## src/rtl/bap_pkg.sv

```systemverilog
`default_nettype none
// ----------------------------------------------------------------------------
// bap_pkg
// shared types, widths and codes of the burst-averaged priority scheduler
// ----------------------------------------------------------------------------
package bap_pkg;

    localparam int SLOTS   = 64;
    localparam int QUEUES  = 16;

    localparam int FUNC_W  = 3;
    localparam int SLOT_W  = 6;
    localparam int REQ_W   = 8;
    localparam int QNT_W   = 16;
    localparam int IPC_W   = 16;
    localparam int ST_W    = 2;
    localparam int PRIO_W  = 4;
    localparam int SLICE_W = 18;
    localparam int BASE_W  = 16;
    localparam int BURST_W = 22;

    // shared divider: dividend covers slice * 10 and the ring sum
    localparam int DIV_DW  = 28;
    localparam int DIV_VW  = IPC_W + 1;

    localparam logic [SLICE_W-1:0] SLICE_MAX = 18'h3FFFF;
    localparam logic [BASE_W-1:0]  BASE_MAX  = 16'hFFFF;

    localparam int K_SCALE = 1000;
    localparam int K_PCT   = 100;
    localparam int K_TEN   = 10;

    // x / 10 as (x * 52429) >> 19, exact for any 16-bit x
    localparam int K_RECIP10    = 52429;
    localparam int K_RECIP10_SH = 19;

    localparam logic [FUNC_W-1:0] FN_START   = 3'd0;
    localparam logic [FUNC_W-1:0] FN_INHERIT = 3'd1;
    localparam logic [FUNC_W-1:0] FN_OOQ     = 3'd2;
    localparam logic [FUNC_W-1:0] FN_NICE    = 3'd3;
    localparam logic [FUNC_W-1:0] FN_STOP    = 3'd4;

    localparam logic [ST_W-1:0] ST_OK    = 2'd0;
    localparam logic [ST_W-1:0] ST_NOUSE = 2'd1;
    localparam logic [ST_W-1:0] ST_RANGE = 2'd2;
    localparam logic [ST_W-1:0] ST_BUSY  = 2'd3;

    typedef struct packed {
        logic [PRIO_W-1:0]  max_prio;
        logic [PRIO_W-1:0]  cur_prio;
        logic [SLICE_W-1:0] cur_slice;
        logic [BASE_W-1:0]  base_slice;
    } t_slot_ent;

endpackage
`default_nettype wire

```

## src/rtl/bap_div.sv

```systemverilog
`default_nettype none
// ----------------------------------------------------------------------------
// bap_div
// shared radix-2 restoring divider, one quotient bit per cycle
// ----------------------------------------------------------------------------
module bap_div (
    input  wire logic                       i_clk,
    input  wire logic                       i_rst_n,
    input  wire logic                       i_start,
    input  wire logic [bap_pkg::DIV_DW-1:0] i_dividend,
    input  wire logic [bap_pkg::DIV_VW-1:0] i_divisor,
    output logic                            o_done,
    output logic      [bap_pkg::DIV_DW-1:0] o_quot
);
    import bap_pkg::*;

    localparam int CW = $clog2(DIV_DW + 1);

    logic [CW-1:0]     r_cnt;
    logic              r_busy;
    logic              r_done;
    logic [DIV_VW-1:0] r_rem;
    logic [DIV_VW-1:0] r_den;
    logic [DIV_DW-1:0] r_quo;
    logic [DIV_VW:0]   w_trial;
    logic              w_fit;

    assign w_trial = {r_rem, r_quo[DIV_DW-1]};
    assign w_fit   = w_trial >= {1'b0, r_den};

    always_ff @(posedge i_clk) begin
        if (!i_rst_n) begin
            r_busy <= 1'b0;
            r_done <= 1'b0;
            r_cnt  <= '0;
        end else begin
            r_done <= 1'b0;
            if (i_start) begin
                r_busy <= 1'b1;
                r_cnt  <= CW'(DIV_DW);
                r_rem  <= '0;
                r_den  <= i_divisor;
                r_quo  <= i_dividend;
            end else if (r_busy) begin
                r_rem <= w_fit ? DIV_VW'(w_trial - {1'b0, r_den}) : w_trial[DIV_VW-1:0];
                r_quo <= {r_quo[DIV_DW-2:0], w_fit};
                r_cnt <= r_cnt - 1'b1;
                if (r_cnt == CW'(1)) begin
                    r_busy <= 1'b0;
                    r_done <= 1'b1;
                end
            end
        end
    end

    assign o_done = r_done;
    assign o_quot = r_quo;
endmodule
`default_nettype wire

```

## config.mk

```make
export PLATFORM = sky130hd
export DESIGN_NAME = bap_div
export DESIGN_NICKNAME = d
export VERILOG_FILES = /design/src/rtl/bap_pkg.sv /design/src/rtl/bap_div.sv
export SDC_FILE = /design/constraint.sdc
export NUM_CORES = 1
export LEC_CHECK = 0
export BUFFER_PORTS_ARGS = -buffer_cell sky130_fd_sc_hd__buf_2
export CAP_MARGIN = 5
export CORE_AREA = 2 2 98 100
export DETAILED_ROUTE_END_ITERATION = 7
export DIE_AREA = 0 0 100 102
export PLACE_DENSITY_LB_ADDON = 0.12
export SKIP_CTS_REPAIR_TIMING = 1
export SYNTH_ARGS = -nofsm -noshare
export SYNTH_HDL_FRONTEND = slang
export SYNTH_SLANG_ARGS = --single-unit
```

## constraint.sdc

```tcl
create_clock -name i_clk -period 7.76 [get_ports i_clk]
set_input_delay 1.552 -clock i_clk [delete_from_list [all_inputs] [get_ports i_clk]]
set_output_delay 1.552 -clock i_clk [all_outputs]
set_load 0.02 [all_outputs]
```

; ---- Word level (Yosys, flattened, before mapping)
; Cells that the tools add are included.
[op_classes]
mul = 0
eq_ne = 1
n_reduce_logical = 5
n_mux = 10
n_div = 0
n_addsub = 2
shifts = 0
bitwise_logic = 2
magnitude_cmp = 1
[ops]
columns = op, n
row1 = $mux 28, 2
row2 = $mux 17, 2
row3 = $ge 18x17->1, 1
row4 = $sub 17x17->17, 1
row5 = $mux 5, 2
row6 = $eq 5x1->1 const B, 1
row7 = $sub 5x1->5 const B, 1
row8 = $mux 1, 4
row9 = $reduce_and 2->1, 2
row10 = $reduce_or 3->1, 1
row11 = $not 1->1, 2
row12 = $reduce_bool 2->1, 1
row13 = $reduce_or 2->1, 1
[totals]
latch_bits = 0
memories = 0
ramBits = 0
out_inout_bits = 29
ff_bits = 69
mem_bits_ro = 0

; ---- Depth between registers and ports, before layout
[logic_depth]
depth_word = 4
mapped_depth = 13
mapped_depth_nobuf = 11

; ---- Worst setup path after synthesis
; Ideal clock, no wire load.
[synth_path]
path_type = input to register
startpoint = input port i_start
endpoint = register r_quo[0], in the netlist o_quot[0] (enable)
setup_ps = 406
path_buffers = 1
required_ps = 7354
setup_slack_ps = 4482
stages = 2
arrival_time_ps = 2872
path_cell_list = clkbuf_1 > o21a_1
[synth_via]
elab_chain_len = 2
[synth_lines]
columns = item, line_no
row1 = start: declaration, bap_div.sv:9  ; input wire logic i_start,
row2 = $reduce_bool 2->1 (no source line), --
row3 = $reduce_and 2->1 (no source line), --
row4 = end signal: assignment, bap_div.sv:43  ; r_quo <= i_dividend;
row5 = end signal: assignment, bap_div.sv:46  ; r_quo <= {r_quo[DIV_DW-2:0], w_fit};
row6 = end: declaration, bap_div.sv:24  ; logic [DIV_DW-1:0] r_quo;
; Every way passes these cells.
; A chain may end at the register's enable or synchronous reset.

; ---- Final worst setup path
[layout_path]
startpoint = register r_quo[27], in the netlist o_quot[27]
endpoint = register r_rem[0] (data pin)
[layout_via]
elab_chain_len = 3
[layout_lines]
columns = item, line_no
row1 = $sub 17x17->17 / $ge 18x17->1 (equally long branches), "bap_div.sv:45, bap_div.sv:29"
row2 = $mux 17 *, bap_div.sv:45  ; r_rem <= w_fit ? DIV_VW'(w_trial - {1'b0, r_den}) : w_trial[DIV_VW-1:0];
row3 = $mux 17 *, bap_div.sv:44  ; end else if (r_busy) begin
row4 = end signal: assignment, bap_div.sv:45
row5 = end: declaration, bap_div.sv:22  ; logic [DIV_VW-1:0] r_rem;
; Mark *: on every way between the ends. The rest lies on a longest branch, timed or not. The select of a mux whose other input is x is not followed.

==> flow_metrics.py <==
metrics = {
    "routing": {
        "first_pass_iters": 4,
        "highest-signal-layer": "met4",
        "drt-met1-wl_mm": 3.33,
        "drtIter0Drc": 99,
        "wire_per_inst_um": 14.7,
        "route.detailed.drc": 0,
        "vias_per_cell": 5.09,
        "final_antenna_net_count": 0,
        "num_vias": 2458,
        "wl_mm": 7.09,
        "wl_met2_mm": 3.23,
        "route.met3.wl_um": 361,
    },
    "sta": {
        "finalCritPeriodShare_pct": 41.3,
        "tightest_slew_ns": 1.10,
        "tns_ns": 0,
        "setup_viol": 0,
        "rsz0062_at_grt": "no",
        "drv_slew": 0,
        "finalHoldViolations": 0,
        "fin_crit_ns": 3.20,
        "finalClockSkew_ns": 0.0114,
        "relSlewSlack_pct": 26.6,
        "max_freq_mhz": 312,
    },
    "die": {
        "die_x_um": 100,
        "die_y_um": 102,
        "initial_utilization_pct": 40.1,
        "rows": 35,
        "die_area_mm2": 0.0102,
        "fp.coreArea_mm2": 0.00911,
        "design.portCount": 77,
    },
    "cts": {
        "clock_path_buffers": 2,
        "htreeDepth": 3,
        "cts_tree": "built",
        "numCtsBuffers": 9,
        "clockRootBuffer": "clkbuf_8",
        "clk_pin_slew_ns": 0.09,
        "insertion_delay_ns": 0.36,
        "cts.sinks": 69,
    },
    "final_layout": {
        "fillCellCount": 878,
        "synthToLayoutAreaGrowth_pct": 18.9,
        "antenna_cells": 0,
        "seqCellArea_mm2": 0.00200,
        "nets": 435,
        "multi_input_area_mm2": 0.00151,
        "final_area_mm2": 0.00435,
        "drive_above_1_share_pct": 34.9,
    },
    "setup_path": {
        "ff2ff_path_depth": 11,
        "crit_arrival_ns": 3.40,
        "critPathKind": "reg -> reg",
        "critPathLaunchType": "register",
        "rrSetupSlack_ns": 4.56,
        "endpoint_kind": "register",
        "crit_required_ns": 7.95,
        "r2r-start": "o_quot[27]$_DFFE_PP_",
        "crit_path_max_fanout": 21,
        "r2r-end": "r_rem[0]$_SDFFCE_PP0P_",
    },
    "grt": {
        "first_global_vias": 2475,
        "antenna_found_initial": 0,
        "track_usage_pct": 15.4,
        "grt_start_max_net_pins": 54,
        "gr-total-overflow": 0,
        "grt_pass1_wl_mm": 12.1,
    },
    "synth": {
        "synth.area.top_cells": "edfxtp_1 (51%), mux2_2 (8.3%), ha_1 (6.5%)",
        "synth_top_area_share_pct": 51.0,
        "ys_async_sr_fraction_pct": 0,
        "synthFlopType": "edfxtp_1",
        "ys_ff_latch": 69,
        "yosysTopAreaCell": "edfxtp_1",
        "netlist_instances": 290,
        "synth_most_common_cell": "edfxtp_1",
        "synth_common_cells": "edfxtp_1 (62), mux2_2 (27), inv_1 (22)",
        "yosysUniqueCellTypes": 45,
        "syn_area_mm2": 0.00365,
        "yosys_warnings": 0,
        "syn_nets": 358,
        "ys_seq_area_share_pct": 54.8,
        "synth_edf_count": 62,
        "avgSynthCellArea_um2": 12.6,
    },
    "placement": {
        "io_buffer_count": 76,
        "dpl.hpwl_mm": 4.79,
        "gp_congestion": 0.768,
        "place_area_mm2": 0.00412,
    },
    "power_and_ir_drop": {
        "p_leak_uw": 0.00179,
        "p_per_area_mw_per_mm2": 233,
        "vdd_drop_max_mv": 0.0887,
        "power.total_uw": 1010,
    },
    "hold_path": {
        "min_path_type": "reg -> reg",
        "holdPathStages": 2,
        "hold_end": "r_cnt[1]$_SDFFE_PP0P_",
        "worstHoldStart": "r_cnt[1]$_SDFFE_PP0P_",
    },
    "outcome": {
        "status": "finished clean",
    },
    "flow_run": {
        "maxCapViolCount": 0,
    },
}
flip-flops by register name, summed over array words and instances (netlist names):
signal and flops:
o_done 1, o_quot 28, r_busy 1, r_cnt 5, r_den 17, r_rem 17
where the power goes:
part           total (µW)  switching (µW)  internal (µW)
combinational         218             122           96.1
clock                 337             151            186
sequential            458            14.6            443
layout make-up:
cell class	count	share of cell area, %
clock buffers	9	2.85
flip-flops and latches	69	46.1
inverters	22	1.90
repair buffers	77	8.93
multi-input cells	188	34.6
clock inverters	7	2.42
well taps	111	3.20
worst max-delay path by stage:
| stage | startpoint | endpoint | slack (ns) |
|---|---|---|---|
| final | o_quot[27]$_DFFE_PP_ | r_rem[0]$_SDFFCE_PP0P_ | 4.56 |
| after global routing | o_quot[27]$_DFFE_PP_ | r_rem[0]$_SDFFCE_PP0P_ | 4.35 |
| after CTS | o_quot[27]$_DFFE_PP_ | r_rem[0]$_SDFFCE_PP0P_ | 4.52 |
| after detailed placement | i_start | o_quot[15]$_DFFE_PP_ | 4.20 |
| after global placement | i_start | o_quot[15]$_DFFE_PP_ | 4.19 |
| after floorplan | i_start | o_quot[0]$_DFFE_PP_ | 4.48 |
cells by family (layout without fill, tap and decap cells):
logic type | after synthesis | after routing | share of synthesized area [%]
and+or+nand+nor | 59 | 59 | 8.12
buffers and inverters | 33 | 115 | 4.04
adders and majority gates | 20 | 20 | 7.05
DFF | 69 | 69 | 54.8
muxes | 42 | 42 | 12.4
xor gates and xnor gates | 18 | 18 | 4.32
AOI/OAI and AO/OA | 49 | 49 | 9.25
placed cells by master, fill, tap and decap left out, types with 2 or more instances in the layout:
master      n
nand2b_1    5
o21a_1      5
edfxtp_1   62
xnor2_1     8
xor2_1     10
mux2_2     27
bufinv_16   2
o211ai_1    5
dfxtp_1     7
nor2_1     21
nand2_1    12
clkbuf_8    9
mux2i_1    15
nor2b_1     3
ha_1       19
nor4_1      2
o221a_2     2
or3_1       2
nor4b_1     2
inv_1      22
a21oi_1    17
nand4_1     4
a21o_1      2
a211oi_1    2
nor3_1      2
buf_2      76
inv_6       2
o21ai_0     5
nand3_1     2
worst max-delay path, cell delays in order (launching register included):
cell,delay (ns)
edfxtp_1,0.39
inv_1,0.10
ha_1,0.18
inv_1,0.06
fa_1,0.42
a21oi_1,0.22
o211ai_2,0.13
a21oi_1,0.24
o221a_2,0.26
o31a_2,0.56
and2b_2,0.30
a211oi_2,0.18
metrics by stage:
step | utilization (%) | hold WS (ns) | cells | worst slack [ns]
CTS | 47.7 | 0.553 | 483 | 4.52
finish | 47.7 | 0.544 | 483 | 4.56
detailed placement | 45.2 | 0.541 | 467 | 4.20
floorplan | - | 0.484 | 290 | 4.48
global route | 47.7 | 0.611 | 483 | 4.35
global placement | 45.2 | 0.497 | 467 | 4.19
metal layers:
| layer | vias up | global-route usage, % |
|---|---|---|
| met5 | - | 0 |
| met4 | 0 | 7.90 |
| met3 | 15 | 3.97 |
| met2 | 61 | 23.5 |
| met1 | 1158 | 20.4 |
| li1 | 1224 | - |
Note: power is estimated with default switching activity, not from simulation.
