## src/rtl/bap_ram.sv

```systemverilog
`default_nettype none
// ----------------------------------------------------------------------------
// bap_ram
// generic one-write one-read ram with registered read data
// ----------------------------------------------------------------------------
module bap_ram #(
    parameter int WIDTH = 8,
    parameter int DEPTH = 16
) (
    input  wire logic                     i_clk,
    input  wire logic                     i_we,
    input  wire logic [$clog2(DEPTH)-1:0] i_waddr,
    input  wire logic [WIDTH-1:0]         i_wdata,
    input  wire logic [$clog2(DEPTH)-1:0] i_raddr,
    output logic      [WIDTH-1:0]         o_rdata
);
    logic [WIDTH-1:0] r_mem [DEPTH];
    logic [WIDTH-1:0] r_rdata;

    always_ff @(posedge i_clk) begin
        if (i_we) begin
            r_mem[i_waddr] <= i_wdata;
        end
        r_rdata <= r_mem[i_raddr];
    end

    assign o_rdata = r_rdata;
endmodule
`default_nettype wire

```

## config.mk

```make
export PLATFORM = sky130hd
export DESIGN_NAME = bap_ram
export DESIGN_NICKNAME = d
export VERILOG_FILES = /design/src/rtl/bap_ram.sv
export SDC_FILE = /design/constraint.sdc
export NUM_CORES = 1
export LEC_CHECK = 0
export ABC_AREA = 1
export BUFFER_PORTS_ARGS = -buffer_cell sky130_fd_sc_hd__buf_4
export CAP_MARGIN = 10
export CORE_MARGIN = 1.5
export CORE_UTILIZATION = 45
export DETAILED_ROUTE_END_ITERATION = 10
export SYNTH_ARGS = -nofsm -noshare
export SYNTH_HDL_FRONTEND = slang
export SYNTH_SLANG_ARGS = --single-unit
```

## constraint.sdc

```tcl
create_clock -name i_clk -period 1.9 [get_ports i_clk]
set_clock_uncertainty 0.2 [all_clocks]
set_input_delay 0.285 -clock i_clk [delete_from_list [all_inputs] [get_ports i_clk]]
set_output_delay 0.285 -clock i_clk [all_outputs]
set_load 0.05 [all_outputs]
```

* Yosys cells after proc, flatten, opt, wreduce, memory -nomap -nowiden
Memory sizes are Yosys's and may differ from the RTL's. A register that Yosys moved wholly into a read port is not among the register bits.
Index checks and enable logic that the tools add are counted.
** Word-level totals
- Register bits after elaboration :: 0
- Memories :: 1
- Bits in writable memories :: 128
- Output and inout bits :: 8
- Input port bits :: 18
** Operators by class
- Multiplexer cells :: 2
** Memory list
- r_mem :: depth 16, bits a word 8, rd ports 1, clocked after memory_dff 1, write ports 1, RTL line 17 : logic [WIDTH-1:0] r_mem [DEPTH];
** Operator list (number)
- 1-bit 2-to-1 mux :: 2

* Depth between registers and ports, before layout
Gate-level depths: netlist (run 1).
- Word-level depth :: 2
- Gate-level depth with buffers :: 8

* Least setup slack after synthesis (run 1)
Ideal clock, no wire load.
- Path kind :: in2reg
- Start :: input port i_waddr[2]
- End :: memory r_mem[10][0] (enable)
- Arrival :: 0.866 ns
- Stages :: 2
- Buffers on the path :: 0
- Data required time :: 1.330 ns
- Setup time :: 0.370 ns
- Slack :: 0.464 ns
- Cell sequence :: nand3b_1 -> nor2_1
** RTL lines
- start, declared :: RTL line 12 : input wire logic [$clog2(DEPTH)-1:0] i_waddr,
- end, declared :: RTL line 17
No word-level cell before the write port.

* Worst setup path in the final report (run 1)
- Start :: register r_rdata[6] (netlist: o_rdata[6]), read port of r_mem
- End :: output port o_rdata[6]
** RTL lines
- start, declared :: RTL line 18 : logic [WIDTH-1:0] r_rdata;
- end, declared :: RTL line 15 : output logic [WIDTH-1:0] o_rdata
No word-level cell between the ends.

==> results of run 1 <==
==> worst min-delay path by stage <==
| stage | startpoint | to | slack, ns |
|---|---|---|---|
| after floorplan | i_wdata[0] | r_mem[0][0]$_DFFE_PP_ | 0.18 |
| after global placement | i_raddr[3] | o_rdata[7]$_DFF_P_ | 0.42 |
| after detailed placement | i_raddr[3] | o_rdata[0]$_DFF_P_ | 0.42 |
| after CTS | i_wdata[3] | r_mem[14][3]$_DFFE_PP_ | 0.01 |
| after global routing | i_wdata[1] | r_mem[1][1]$_DFFE_PP_ | 0.01 |
| final | i_wdata[1] | r_mem[1][1]$_DFFE_PP_ | -0.004 |
==> logic make-up (layout without fill, tap and decap cells) <==
family	after synthesis	count (layout)	share of synthesized area, %
buffers and inverters	126	183	9.52
flip-flops	136	136	69.4
AND/OR/NAND/NOR	289	289	21.0
==> per-stage QoR <==
step | std cells | util, % | hold WS, ns | setup slack, ns
2_1_floorplan | 551 | - | 0.184 | 0.464
3_3_place_gp | 747 | 49.4 | 0.422 | 0.261
3_5_place_dp | 747 | 49.4 | 0.421 | 0.267
4_1_cts | 780 | 53.9 | 0.0102 | 0.407
5_1_grt | 780 | 53.9 | 0.0114 | 0.402
6_report | 780 | 53.9 | -0.00403 | 0.426
==> final cells by class <==
cell class | count | area (um2) | share of cell area [%]
multi-input cells | 289 | 1210 | 17.9
well taps | 172 | 215 | 3.18
clock buffers | 29 | 510 | 7.54
inverters | 102 | 383 | 5.65
clock inverters | 3 | 40.0 | 0.591
flip-flops and latches | 136 | 4000 | 59.1
repair buffers | 49 | 408 | 6.02
==> report_power, final <==
part	total, mW	switching, mW	leakage (nW)	internal, mW
Sequential	3.38	0.0197	1.22	3.36
Clock	3.06	1.13	0.270	1.93
Combinational	0.502	0.353	1.45	0.150
==> registers in the layout, indices dropped and copies added, names as in the netlist <==
register  cells
o_rdata       8
r_mem       128
==> synthesized netlist by cell type <==
cell type / instances / area [um2]
dfxtp_1: 8 / 160
nand3_1: 97 / 485
nand2_1: 173 / 649
buf_1: 1 / 3.75
nor2_1: 17 / 63.8
edfxtp_1: 128 / 3840
inv_2: 2 / 7.51
buf_2: 13 / 65.1
inv_1: 100 / 375
buf_6: 6 / 67.6
nand3b_1: 2 / 15.0
buf_4: 4 / 30.0
==> placed cells by master (no fill, tap or decap) <==
master         instances
clkbuf_16             17
nand2_1              173
dlygate4sd3_1          1
nor2_1                17
dfxtp_1                8
inv_1                100
inv_2                  2
nand3b_1               2
buf_4                 45
buf_12                 3
bufinv_16              1
edfxtp_1             128
nand3_1               97
clkbuf_8               4
clkbuf_1               8
clkinv_2               2
==> routing by layer <==
| metal | GRT usage [%] | routed length [um] | up-vias |
|---|---|---|---|
| met5 | 0 | 0 | - |
| met4 | 10.0 | 345 | 0 |
| met3 | 4.10 | 574 | 23 |
| met2 | 32.7 | 5980 | 101 |
| met1 | 28.8 | 5980 | 1758 |
| li1 | - | - | 1858 |
==> qor.csv, run 1 <==
metric;value;unit
dr.pass1.iters;4;
fp.dieH;116;um
area_growth_syn_to_layout;17.5;%
rows;41;
synth_nets;569;
dieArea;13500;um2
clk_latency;0.42;ns
drtAntennaViolNets;0;
fin_area;6770;um2
overflow;0;
rsz0062_at_grt;false;
die_w;116;um
tns;0;ns
drc_errors;0;
finalCritPeriodShare;77.6;%
final_nets;613;
setup_viol;0;
crit_end;o_rdata[6];
clk_pin_slew;0.06;ns
core;12600;um2
timing.fmax;0.678;GHz
r2r-end;o_rdata[2]$_DFF_P_;
reg2regPathDepth;6;
wl_per_cell;16.5;um
vias;3740;
crit_cells;1;
grt_pass1_wl;20400;um
clockBufferDepth;2;
crit_start;o_rdata[6]$_DFF_P_;
htree_levels;4;
max_stage_delay;0.36;ns
critical_path_class;reg2out;
numCtsBuffers;17;
post_cts_buffers;0;
cp.arrival;0.99;ns
worstSetupEndpointType;output port;
drive_gt1_share;12.2;%
post_cts_resize_count;0;
cp_top_family;flip-flops;
pwr_density_cell;1020;nW/um2
crit_buf_inv;1;
layout_min_cycle_time;1.47;ns
dp_hpwl;7580;um
ios;26;
whs_path_depth;1;
report.final.slew_viol_count;0;
ys_seq_area_share;69.4;%
worst_path_max_delay_cell;dfxtp_1;
min_path_type;in2reg;
status;complete, but fails checks;
finalHoldViolations;2;
postSynthCellCount;551;
fillers;1101;
reg2reg_from;r_mem[9][2]$_DFFE_PP_;
tritoncts;yes;
clock_sinks;136;
crit_fanout;1;
crit_required;1.41;ns
place_congestion;0.760;
worstSetupStartpointType;flop;
tightest_slew;0.406;ns
grt_max_degree;65;
routed_wl;12900;um
ctsHoldBuffers;1;
portBuffers;25;
placedInstanceArea;6210;um2
synthesis.area;5770;um2
vias_per_cell;4.79;
ys_ff_latch;136;
slew_headroom;72.9;%
cp_cell_sequence;buf_4;
power.leakage;2.95;nW
ir_drop;0.458;mV
whs;-0.00403;ns
synth_cell_types;12;
track_usage;21.1;%
avgSynthCellArea;10.5;um2
first_iter_violations;243;
violations;hold timing;
grt_antenna_before_repair;0;
diodes;0;
rrSetupSlack;0.66;ns
grt_pass1_vias;3769;
drv_cap;0;
cts-root-buf;clkbuf_16;
start_util;45.9;%
total_power;6.94;mW
yosysWarnings;0;
Note: power is estimated with default switching activity, not from simulation.
==> run 2, diff against run 1 <==
- ABC_AREA: 1 -> 0
- clock period: 1.9 -> 1.3 ns (I/O delays scaled with it)
==> qor.csv, run 2 <==
metric;value;unit;change
final_nets;323;;-47%
critical_path_class;reg2reg;;
layout_min_cycle_time;1.47;ns;
cp_cell_sequence;mux4_2 > a22oi_2 > nand2_1;;
synthesis.area;5150;um2;-11%
setup_viol;9;;+9
drive_gt1_share;48.1;%;+36 points
fp.dieH;110;um;-5.4%
seq_area;4020;um2;+0.28%
multi_input_area;1130;um2;-6.6%
post_cts_buffers;0;;unchanged
synth_ff_type;edfxtp_1;;
core;11000;um2;-13%
crit_required;1.39;ns;-0.02 ns
cts-root-buf;clkbuf_16;;
async_reset_ff_share;0;%;unchanged
yosysWarnings;0;;unchanged
status;complete, but fails checks;;
largest_reg_flops;128;;unchanged
crit_buf_inv;0;;-1
synth_nets;247;;-57%
layout_setup_ws;-0.173;ns;-0.599 ns
synth_edf_count;128;;unchanged
grt_max_degree;17;;-74%
ios;26;;unchanged
layout_commonest_cell;edfxtp_1;;
rows;38;;-7.3%
vias;2481;;-34%
grt_pass1_vias;2577;;-32%
htree_levels;4;;unchanged
crit_fanout;1;;unchanged
yosys-top-cells-count;edfxtp_1 (128), mux4_2 (18), a22oi_1 (16);;
grt_antenna_before_repair;0;;unchanged
ys_seq_area_share;77.8;%;+8.4 points
dp_hpwl;6440;um;-15%
violations;setup timing;;
top_register;r_mem;;
pwr_density_cell;1580;nW/um2;+54%
slew_headroom;47.2;%;-26 points
yosys.area.top_type_share;74.7;%;+8.0 points
area_growth_syn_to_layout;30.7;%;
drc_errors;0;;unchanged
fillers;753;;-32%
finalCritPeriodShare;113;%;
tightest_slew;0.791;ns;+0.385 ns
wl_per_cell;22.0;um;+34%
tns;-1.18;ns;-1.18 ns
final_cell_mix;edfxtp_1 (128), buf_4 (33), mux4_2 (32);;
worst_path_max_delay_cell;mux4_2;;
tritoncts;yes;;
grt_pass1_wl;15400;um;-24%
power.leakage;2.25;nW;-24%
avgSynthCellArea;22.5;um2;+110%
finalHoldViolations;0;;-2
place_congestion;0.692;;-8.9%
report.final.slew_viol_count;0;;unchanged
ir_drop;1.05;mV;+130%
diodes;0;;unchanged
yosysMostFrequentCell;edfxtp_1;;
timing.fmax;0.679;GHz;
clk_latency;0.41;ns;about the same
min_path_type;in2reg;;
drtAntennaViolNets;0;;unchanged
worstSetupStartpointType;flop;;
drv_cap;0;;unchanged
yosys.area.top_type;edfxtp_1;;
synth_cell_types;19;;+7
die_w;110;um;-5.4%
clk_pin_slew;0.05;ns;about the same
vias_per_cell;5.42;;+13%
start_util;46.9;%;+0.98 points
max_stage_delay;0.48;ns;+0.12 ns
postSynthCellCount;229;;-58%
first_iter_violations;211;;-13%
dr.pass1.iters;4;;unchanged
dieArea;12100;um2;-10%
clock_sinks;136;;unchanged
routed_wl;10100;um;-22%
rsz0062_at_grt;true;;
track_usage;18.9;%;-2.1 points
cp_top_family;multiplexers;;
clockBufferDepth;2;;unchanged
worstSetupEndpointType;flop;;
whs;0.143;ns;+0.147 ns
numCtsBuffers;17;;unchanged
overflow;0;;unchanged
synth_area_leaders;edfxtp_1 (75%), mux4_2 (7.9%), mux4_1 (7.1%), dfxtp_1 (3.1%), a22oi_1 (2.3%);;
ys_ff_latch;136;;unchanged
portBuffers;25;;unchanged
cp.arrival;1.57;ns;+0.58 ns
-- run 2: changes by cell type after synthesis, sizes merged, moves of 16 or more --
cell,previous run,this run
nand2,173,9
inv,102,0
nand3,97,1
mux4,0,32
buf,24,7
a22oi,0,16
-- run 2: path summary, 6_finish.rpt --
check                                            start                  to  slack (ns)  cells past startpoint
worst min register to register  r_mem[14][2]$_DFFE_PP_  o_rdata[2]$_DFF_P_        0.47                      3
worst min-delay path                        i_raddr[1]  o_rdata[6]$_DFF_P_        0.14                      4
worst max register to register   r_mem[2][6]$_DFFE_PP_  o_rdata[6]$_DFF_P_       -0.17                      3
worst max-delay path             r_mem[2][6]$_DFFE_PP_  o_rdata[6]$_DFF_P_       -0.17                      3
-- run 2: report_power, final --
group          internal, mW  switching, mW
logic                 0.344          0.391
registers              4.91         0.0389
clock network          3.20           1.74
total                  8.45           2.17
-- run 2: cell type report --
class                      instances  area share [%]
tap                              140            2.60
clock inverter                    13            2.70
timing repair buffer              67            11.7
multi-input combinational         83            16.8
clock buffer                      19            6.43
sequential                       136            59.7
-- run 2: metrics by stage --
stage	cells	power (mW)	utilization, %	area, um2	worst slack, ns
finish	458	10.6	61.3	6730	-0.173
global route	458	10.9	61.3	6730	-0.227
CTS	458	10.7	61.1	6710	-0.208
detailed placement	418	5.71	54.1	5940	-0.545
global placement	418	5.69	54.1	5940	-0.539
floorplan	229	5.40	-	5220	-0.198
-- run 2: cell families after synthesis --
logic type,after synthesis,synth area share [%]
mux,32,15.0
flops,136,77.8
compound gates,16,2.33
simple gates,35,3.18
buf+inv,10,1.68
-- run 2: worst reg2reg max path: stages (launching register included) --
cell and delay (ns):
edfxtp_1 0.38, mux4_2 0.48, a22oi_2 0.23, nand2_1 0.08
-- run 2: what timing repair did --
item,CTS,global route
endpoints found under the hold margin,128,0
resized for setup,22,7
endpoints found under the setup margin,16,15
pin swaps,4,0
hold buffers,8,0
-- run 2: metal layers --
layer	up-vias	wire length [um]	track usage (%)
met1	1254	4040	26.0
met2	101	5080	29.8
li1	1115	-	-
met3	11	856	4.27
met5	-	0	0
met4	0	114	7.24
==> run 3, diff against run 2 <==
- CORE_ASPECT_RATIO: not set -> 1.1
==> qor.csv, run 3 (synthesis results as in run 2) <==
metric;value;unit;change
htree_levels;4;;unchanged
drv_cap;0;;unchanged
portBuffers;25;;unchanged
ios;26;;unchanged
post_cts_buffers;0;;unchanged
tightest_slew;0.851;ns;+0.0599 ns
post-route-util;60.3;%;-0.94 points
r2r-end;o_rdata[0]$_DFF_P_;;
min_path_type;in2reg;;
critical_path_class;reg2reg;;
finalHoldViolations;0;;unchanged
final_nets;327;;+1.2%
crit_required;1.39;ns;about the same
dp_hpwl;6410;um;-0.40%
seq_area;4020;um2;about the same
first_iter_violations;143;;-32%
vias;2492;;+0.44%
ir_drop;0.783;mV;-26%
violations;setup timing;;
top_register;r_mem;;
numCtsBuffers;17;;unchanged
grt_pass1_vias;2638;;+2.4%
largest_reg_flops;128;;unchanged
drtAntennaViolNets;0;;unchanged
multi_input_area;1140;um2;+0.44%
layout_setup_ws;-0.159;ns;+0.0145 ns
final_cell_mix;edfxtp_1 (128), buf_4 (44), mux4_2 (32);;
fillers;799;;+6.1%
slew_headroom;43.2;%;-4.0 points
reg2regPathDepth;3;;unchanged
reg2reg_from;r_mem[2][0]$_DFFE_PP_;;
timing.fmax;0.686;GHz;+1.0%
tritoncts;yes;;
rrSetupSlack;-0.16;ns;about the same
clock_sinks;136;;unchanged
dp_slack;-0.440;ns;+0.105 ns
clockBufferDepth;2;;unchanged
layout_commonest_cell;edfxtp_1;;
finalCritPeriodShare;112;%;-1.1 points
start_util;46.8;%;-0.12 points
power.leakage;2.23;nW;-0.85%
min_to;o_rdata[7]$_DFF_P_;;
vias_per_cell;5.31;;-1.9%
status;complete, but fails checks;;
dr.pass1.iters;4;;unchanged
whs_path_depth;4;;unchanged
track_usage;18.1;%;-0.85 points
clk_latency;0.41;ns;about the same
report.final.slew_viol_count;0;;unchanged
drc_errors;0;;unchanged
worstSetupEndpointType;flop;;
clk_pin_slew;0.06;ns;about the same
rsz0062_at_grt;true;;
drive_gt1_share;49.7;%;+1.6 points
core;11000;um2;+0.25%
overflow;0;;unchanged
crit_fanout;1;;unchanged
fp.dieH;115;um;+4.7%
grt_pass1_wl;15200;um;-1.3%
wl_per_cell;20.3;um;-7.7%
cp.arrival;1.55;ns;-0.02 ns
die_w;105;um;-4.5%
routed_wl;9540;um;-5.5%
worstSetupStartpointType;flop;;
grt_max_degree;17;;unchanged
rows;40;;+5.3%
diodes;0;;unchanged
cts-root-buf;clkbuf_16;;
dieArea;12100;um2;about the same
pwr_density_cell;1530;nW/um2;-2.9%
grt_antenna_before_repair;0;;unchanged
min_from;i_raddr[1];;
place_congestion;0.725;;+4.7%
area_growth_syn_to_layout;29.0;%;
layout_min_cycle_time;1.46;ns;-0.0145 ns
setup_viol;11;;+2
-- run 3: cell types whose count changed in the layout (fill, tap and decap cells not counted), sizes merged --
| cell | delta |
|---|---|
| clkbuf | -1 |
| clkinvlp | +2 |
| bufinv | -2 |
| clkinv | +1 |
| buf | +4 |
-- run 3: repair_timing --
item	CTS	global route
setup endpoints to repair	16	16
pin swaps	2	1
gates cloned	0	0
hold endpoints to repair	128	0
gates resized for setup	30	3
hold buffers	8	0
-- run 3: final cells by class --
| cell class | count | share of cell area, % |
|---|---|---|
| sequential | 136 | 60.5 |
| multi-input combinational | 83 | 17.1 |
| timing repair buffer | 71 | 11.1 |
| clock buffer | 18 | 6.46 |
| tap | 147 | 2.77 |
| clock inverter | 14 | 2.02 |
-- run 3: per-stage QoR --
stage / total power, mW / hold slack, ns / setup TNS, ns / cell area (um2) / instances
after global routing: 10.5 / 0.126 / -1.76 / 6640 / 469
final: 10.2 / 0.119 / -1.17 / 6640 / 469
after floorplan: 5.40 / 0.0939 / -9.39 / 5220 / 229
after global placement: 5.69 / 0.294 / -31.18 / 5890 / 429
after detailed placement: 5.70 / 0.313 / -32.62 / 5890 / 429
after CTS: 10.3 / 0.111 / -1.33 / 6630 / 469
-- run 3: power breakdown --
part / switching (mW) / total (mW) / internal (mW) / leakage (nW)
registers: 0.0415 / 4.95 / 4.91 / 1.22
clock network: 1.70 / 4.50 / 2.79 / 0.271
logic: 0.392 / 0.736 / 0.344 / 0.733
total: 2.14 / 10.2 / 8.05 / 2.23
-- run 3: critical path: stages (launching register included) --
cell and delay [ns]:
edfxtp_1 0.40, mux4_2 0.48, a22oi_2 0.18, nand2_1 0.08
-- run 3: how the worst max path moves through the flow --
stage                     cells after the start             startpoint                     to  slack [ns]
after floorplan                               2             i_waddr[2]  r_mem[0][0]$_DFFE_PP_       -0.20
after global placement                        5             i_raddr[0]     o_rdata[4]$_DFF_P_       -0.43
after detailed placement                      5             i_raddr[0]     o_rdata[4]$_DFF_P_       -0.44
after CTS                                     3  r_mem[2][0]$_DFFE_PP_     o_rdata[0]$_DFF_P_       -0.18
after global routing                          3  r_mem[8][3]$_DFFE_PP_     o_rdata[3]$_DFF_P_       -0.22
final                                         3  r_mem[2][0]$_DFFE_PP_     o_rdata[0]$_DFF_P_       -0.16
-- run 3: per-layer routing --
layer	share of wire, %	track usage, %	up-vias	wire, um
li1	-	-	1121	-
met1	43	23.4	1300	4130
met2	51	29.0	66	4880
met3	4.7	5.10	5	451
met4	0.84	7.95	0	80
met5	0	0	-	0
